<file path="config.mk">
export PLATFORM = sky130hd
export DESIGN_NAME = tlbl_front
export DESIGN_NICKNAME = d
export VERILOG_FILES = /design/src/rtl/tlbl_pkg.sv /design/src/rtl/tlbl_front.sv
export SDC_FILE = /design/constraint.sdc
export NUM_CORES = 1
export LEC_CHECK = 0
export BUFFER_PORTS_ARGS = -buffer_cell sky130_fd_sc_hd__buf_2
export CAP_MARGIN = 20
export CORE_UTILIZATION = 25
export DETAILED_ROUTE_END_ITERATION = 12
export SYNTH_ARGS = -nofsm -noshare
export SYNTH_HDL_FRONTEND = slang
export SYNTH_SLANG_ARGS = --single-unit
</file>
<file path="constraint.sdc">
create_clock -name clk -period 3.4 [get_ports clk]
set_input_delay 0.68 -clock clk [delete_from_list [all_inputs] [get_ports clk]]
set_output_delay 0.68 -clock clk [all_outputs]
set_load 0.02 [all_outputs]
</file>
<file path="src/rtl/tlbl_pkg.sv">
// tlbl_pkg: shared types, constants and helpers for the lca lifting block
// no dependencies
package tlbl_pkg;

  localparam int MAX_NODES   = 1024;
  localparam int LIFT_LEVELS = 11;
  localparam int NODE_W      = 11;
  localparam int LVL_W       = 4;
  localparam int DEPTH_W     = 10;
  localparam int TBL_AW      = LVL_W + NODE_W;
  localparam int TBL_DEPTH   = LIFT_LEVELS << NODE_W;
  localparam int DEP_DEPTH   = MAX_NODES + 1;

  localparam logic [1:0] REQ_LOAD  = 2'd0;
  localparam logic [1:0] REQ_BUILD = 2'd1;
  localparam logic [1:0] REQ_QUERY = 2'd2;

  localparam logic [NODE_W-1:0]  LAST_NODE = NODE_W'(MAX_NODES);
  localparam logic [LVL_W-1:0]   TOP_LVL   = LVL_W'(LIFT_LEVELS - 1);
  localparam logic [DEPTH_W-1:0] MAX_DEPTH = DEPTH_W'(MAX_NODES - 1);

  typedef enum logic [1:0] {
    OP_LOAD,
    OP_BUILD,
    OP_QUERY
  } op_t;

  typedef struct packed {
    op_t               op;
    logic              ok;
    logic [NODE_W-1:0] x;
    logic [NODE_W-1:0] y;
  } qent_t;

  typedef enum logic [4:0] {
    ST_IDLE,
    ST_B0_RD,
    ST_B0_WR,
    ST_BK_RD1,
    ST_BK_RD2,
    ST_BK_WR,
    ST_BD_RD,
    ST_BD_WT,
    ST_Q_DA,
    ST_Q_DB,
    ST_Q_DW,
    ST_Q_UP,
    ST_Q_UP_WT,
    ST_Q_EQ,
    ST_Q_JU,
    ST_Q_JV,
    ST_Q_JC,
    ST_Q_FIN,
    ST_Q_FWT,
    ST_RESP
  } state_t;

  function automatic logic [TBL_AW-1:0] tbl_addr(input logic [LVL_W-1:0] lvl,
                                                 input logic [NODE_W-1:0] node);
    tbl_addr = {lvl, node};
  endfunction

endpackage

</file>
<file path="src/rtl/tlbl_front.sv">
// tlbl_front: request intake, node count register, classification and queue
// depends on tlbl_pkg
module tlbl_front import tlbl_pkg::*; (
  input  logic              clk,
  input  logic              rst_n,
  input  logic              in_tvalid,
  output logic              in_tready,
  input  logic [47:0]       in_tdata,
  input  logic [1:0]        in_tuser,
  input  logic              cfg_wr_en,
  input  logic [NODE_W-1:0] cfg_wr_data,
  output logic [NODE_W-1:0] n_eff,
  output logic              q_valid,
  output qent_t             q_head,
  input  logic              q_pop
);

  logic [NODE_W-1:0] count_cfg_r;
  qent_t             ent_r [2];
  logic              wptr_r, rptr_r;
  logic [1:0]        fill_r;
  qent_t             ent_in;
  logic              push, keep;
  logic [NODE_W-1:0] child, boss, qa, qb;

  assign child = in_tdata[10:0];
  assign boss  = in_tdata[21:11];
  assign qa    = in_tdata[32:22];
  assign qb    = in_tdata[43:33];

  assign n_eff     = (count_cfg_r > LAST_NODE) ? LAST_NODE : count_cfg_r;
  assign in_tready = (fill_r != 2'd2);
  assign q_valid   = (fill_r != 2'd0);
  assign q_head    = ent_r[rptr_r];

  always_comb begin
    ent_in = '{op: OP_LOAD, ok: 1'b0, x: child, y: boss};
    keep   = 1'b1;
    case (in_tuser)
      REQ_LOAD: begin
        ent_in.ok = (child >= NODE_W'(2)) && (child <= LAST_NODE);
      end
      REQ_BUILD: begin
        ent_in.op = OP_BUILD;
      end
      REQ_QUERY: begin
        ent_in.op = OP_QUERY;
        ent_in.x  = qa;
        ent_in.y  = qb;
        ent_in.ok = (qa != '0) && (qa <= n_eff) && (qb != '0) && (qb <= n_eff);
      end
      default: begin
        keep = 1'b0;
      end
    endcase
  end

  assign push = in_tvalid && in_tready && keep;

  always_ff @(posedge clk) begin
    if (!rst_n) begin
      count_cfg_r <= NODE_W'(1);
      wptr_r      <= 1'b0;
      rptr_r      <= 1'b0;
      fill_r      <= 2'd0;
    end else begin
      if (cfg_wr_en) begin
        count_cfg_r <= cfg_wr_data;
      end
      if (push) begin
        wptr_r <= ~wptr_r;
      end
      if (q_pop) begin
        rptr_r <= ~rptr_r;
      end
      fill_r <= fill_r + 2'(push) - 2'(q_pop);
    end
  end

  always_ff @(posedge clk) begin
    if (push) begin
      ent_r[wptr_r] <= ent_in;
    end
  end

endmodule

</file>
==> key figures <==
Timing
  • FMAX: 0.436 GHz
  • Hold Vio Cnt, Final: 0
  • Tmin final: 2290 ps
  • Final worst-path cycle share: 0.674
  • Setup Viol. Count Final: 0
  • Final TNS setup: 0 ps
  • Final Slew Violations: 0
  • Clock skew: 4.17 ps
  • Worst Tran Pin Value: 476 ps
  • RSZ-0062 raised after global routing: no
  • Worst slew margin: 0.680

Routing
  • ANT nets after route: 0
  • Total iterations of the first detailed-routing run: 5
  • Routed WL: 8360 um
  • WL/cell: 15.3 um
  • Via count: 2401
  • Detailed Route Iter0 Violations: 93
  • Via density: 4.41
  • DRC Markers: 0

GRT
  • GRT Total Usage: 0.128
  • Congestion Overflow GR: 0
  • Number of global-route vias before repair: 2535
  • First-pass GRT wire length: 13200 um
  • Largest net degree at the start of global routing: 26
  • Initial antenna violation count: 0

Yosys
  • Share of async-settable or async-resettable flops after synthesis: 0
  • Post-synth EDFFs: 50
  • Largest cells by area after synthesis: edfxtp_1 (44%), mux2_2 (15%), dfxtp_1 (9.5%)
  • Mapped Cells: 260
  • Mapped cell area: 3370 sq um
  • Adder-cell share of the synthesized area: 0.0890
  • Synthesis Warnings: 0
  • Sequential fraction of the synthesis area: 0.540
  • Area leader, netlist: edfxtp_1
  • Mean post-synth cell area: 13.0 sq um
  • Xor/xnor cell area share of the yosys netlist: 0.00779
  • Syn nets: 350
  • Combinational family with the most area after synthesis: multiplexers
  • Synth Area in Compound Gates: 0.0515
  • Synth cell types: 34
  • Most used DFF post-synth: edfxtp_1
  • Simple-gate share of the synthesized area: 0.0971
  • #FFs+latches synth: 66
  • Post-synth top area share: 0.445
  • Post-synthesis mux area share: 0.183

Setup path
  • Worst r2r src: count_cfg_r[10]
  • Crit path launch: count_cfg_r[10]
  • Crit-path cells: clkinv_1 > nand2_1 > ha_1 > nand4_1 > nor3_1 > o21a_1 > o31ai_2 > a41o_1
  • RR Endpoint: ent_r[0][22]
  • CP Max Fanout: 11
  • Critical path type: register to register
  • Crit-path slowest cell: dfxtp_1
  • Critical Path Start Type: register
  • R2R depth: 8
  • Data arrival time of the critical path: 2370 ps
  • R2r setup slk: 1110 ps
  • CP required: 3480 ps
  • Slowest Stage Delay on Critical Path: 370 ps
  • Crit. End Element: register
  • Crit path to: ent_r[0][22]

Final layout
  • Commonest non-fill, non-tap cell in the layout: buf_2
  • Most frequent cells in the layout: buf_2 (99), edfxtp_1 (50), mux2_2 (45)
  • Fin nets: 455
  • Antenna diodes: 0
  • Final Core Density: 0.330
  • Layout cell share with drive strength beyond 1: 0.444
  • P&R area growth vs syn: 29.0%

Placement
  • I/O Buffers: 99
  • RePlAce Congestion: 0.753
  • Post-DP HPWL: 6210 um

Clock network
  • Root Buffer: clkbuf_16
  • Worst skew pair latency: 330 ps
  • CTS resizes: 0
  • Cts hold-fix bufs: 0
  • Postcts setup bufs: 0
  • CTS buffer count: 9
  • CTS tree: done
  • Clock buffer depth: 2
  • Worst-path clk slew: 50 ps
  • Htree depth: 3
  • Clock sinks: 66

Run status
  • Outcome: completed

Job
  • Max-cap viol count: 0

Hold path
  • Worst min path class: register to register

Floorplan
  • Row count: 42
  • Num ports: 104
  • Core area: 13200 sq um
  • Die height: 118 um
  • Die Span X: 118 um
  • Die area: 14000 sq um
  • Initial Util: 0.256

Power
  • Leak pwr: 1.85 nW
  • Total power draw: 2.33 mW
  • Max rail drop VDD: 0.168 mV
  • Cell Pwr Density: 535 nW/um^2
[synthesized netlist by cell type (5+ instances only)]
cell,count
edfxtp_1,50
mux2_2,45
ha_1,24
dfxtp_1,16
nand2_1,16
inv_1,15
nor2b_1,14
mux2i_1,11
a21oi_1,6
buf_2,5
nand4_1,5
nor2_1,5
nor3_1,5
[where the power goes]
group          total [mW]  switching, mW  internal (mW)
Clock               0.869          0.315          0.554
Sequential          0.982         0.0220          0.960
Combinational       0.480          0.280          0.199
Total                2.33          0.618           1.71
[registers in the layout (all words and copies together) (netlist names), named ones only]
register,cells
wptr_r,1
fill_r,2
ent_r,50
count_cfg_r,11
rptr_r,1
[worst min path at each step]
stage,end,startpoint,cells after the start
finish,count_cfg_r[0],count_cfg_r[0],2
global route,count_cfg_r[0],count_cfg_r[0],2
CTS,count_cfg_r[0],count_cfg_r[0],2
detailed placement,count_cfg_r[0],count_cfg_r[0],2
global placement,count_cfg_r[0],count_cfg_r[0],2
floorplan,count_cfg_r[0],count_cfg_r[0],2
[layer usage]
layer / wire length [um] / track usage / share of wire / vias to the layer above
met5: 0 / 0 / 0 / -
met4: 235 / 0.0617 / 0.028 / 0
met3: 449 / 0.0405 / 0.054 / 19
met2: 4010 / 0.207 / 0.48 / 79
met1: 3660 / 0.154 / 0.44 / 1132
li1: - / - / - / 1171
[layout make-up]
cell class	instances	area, sq um
clock buffers	10	229
clock inverters	5	46.3
fillers	1353	8840
inverters	16	60.1
multi-input cells	169	1450
flip-flops and latches	66	1820
well taps	176	220
repair buffers	103	526
[per-stage QoR]
| step | cell area, sq um | cells | hold WS (ps) | setup WS (ps) |
|---|---|---|---|---|
| after global placement | 4080 | 530 | 448 | 1120 |
| after CTS | 4350 | 545 | 472 | 1070 |
| after detailed placement | 4080 | 530 | 455 | 1080 |
| final | 4350 | 545 | 466 | 1110 |
| after global routing | 4350 | 545 | 513 | 820 |
| after floorplan | 3370 | 260 | 433 | 1010 |
[cell families (layout without fill, tap and decap cells)]
group           Yosys count  count (layout)
mux                      56              56
xor+xnor                  3               3
compound gates           26              26
fa+ha+maj                24              24
simple gates             60              60
buf+inv                  25             134
flops                    66              66
[worst max-delay path: cells and delay by family, from the launching register on]
family          cells  cell delay (ps)
flops               1              370
buf+inv             1              310
compound gates      3              490
simple gates        3              700
fa+ha+maj           1              170
(Power assumes the default switching activity.)
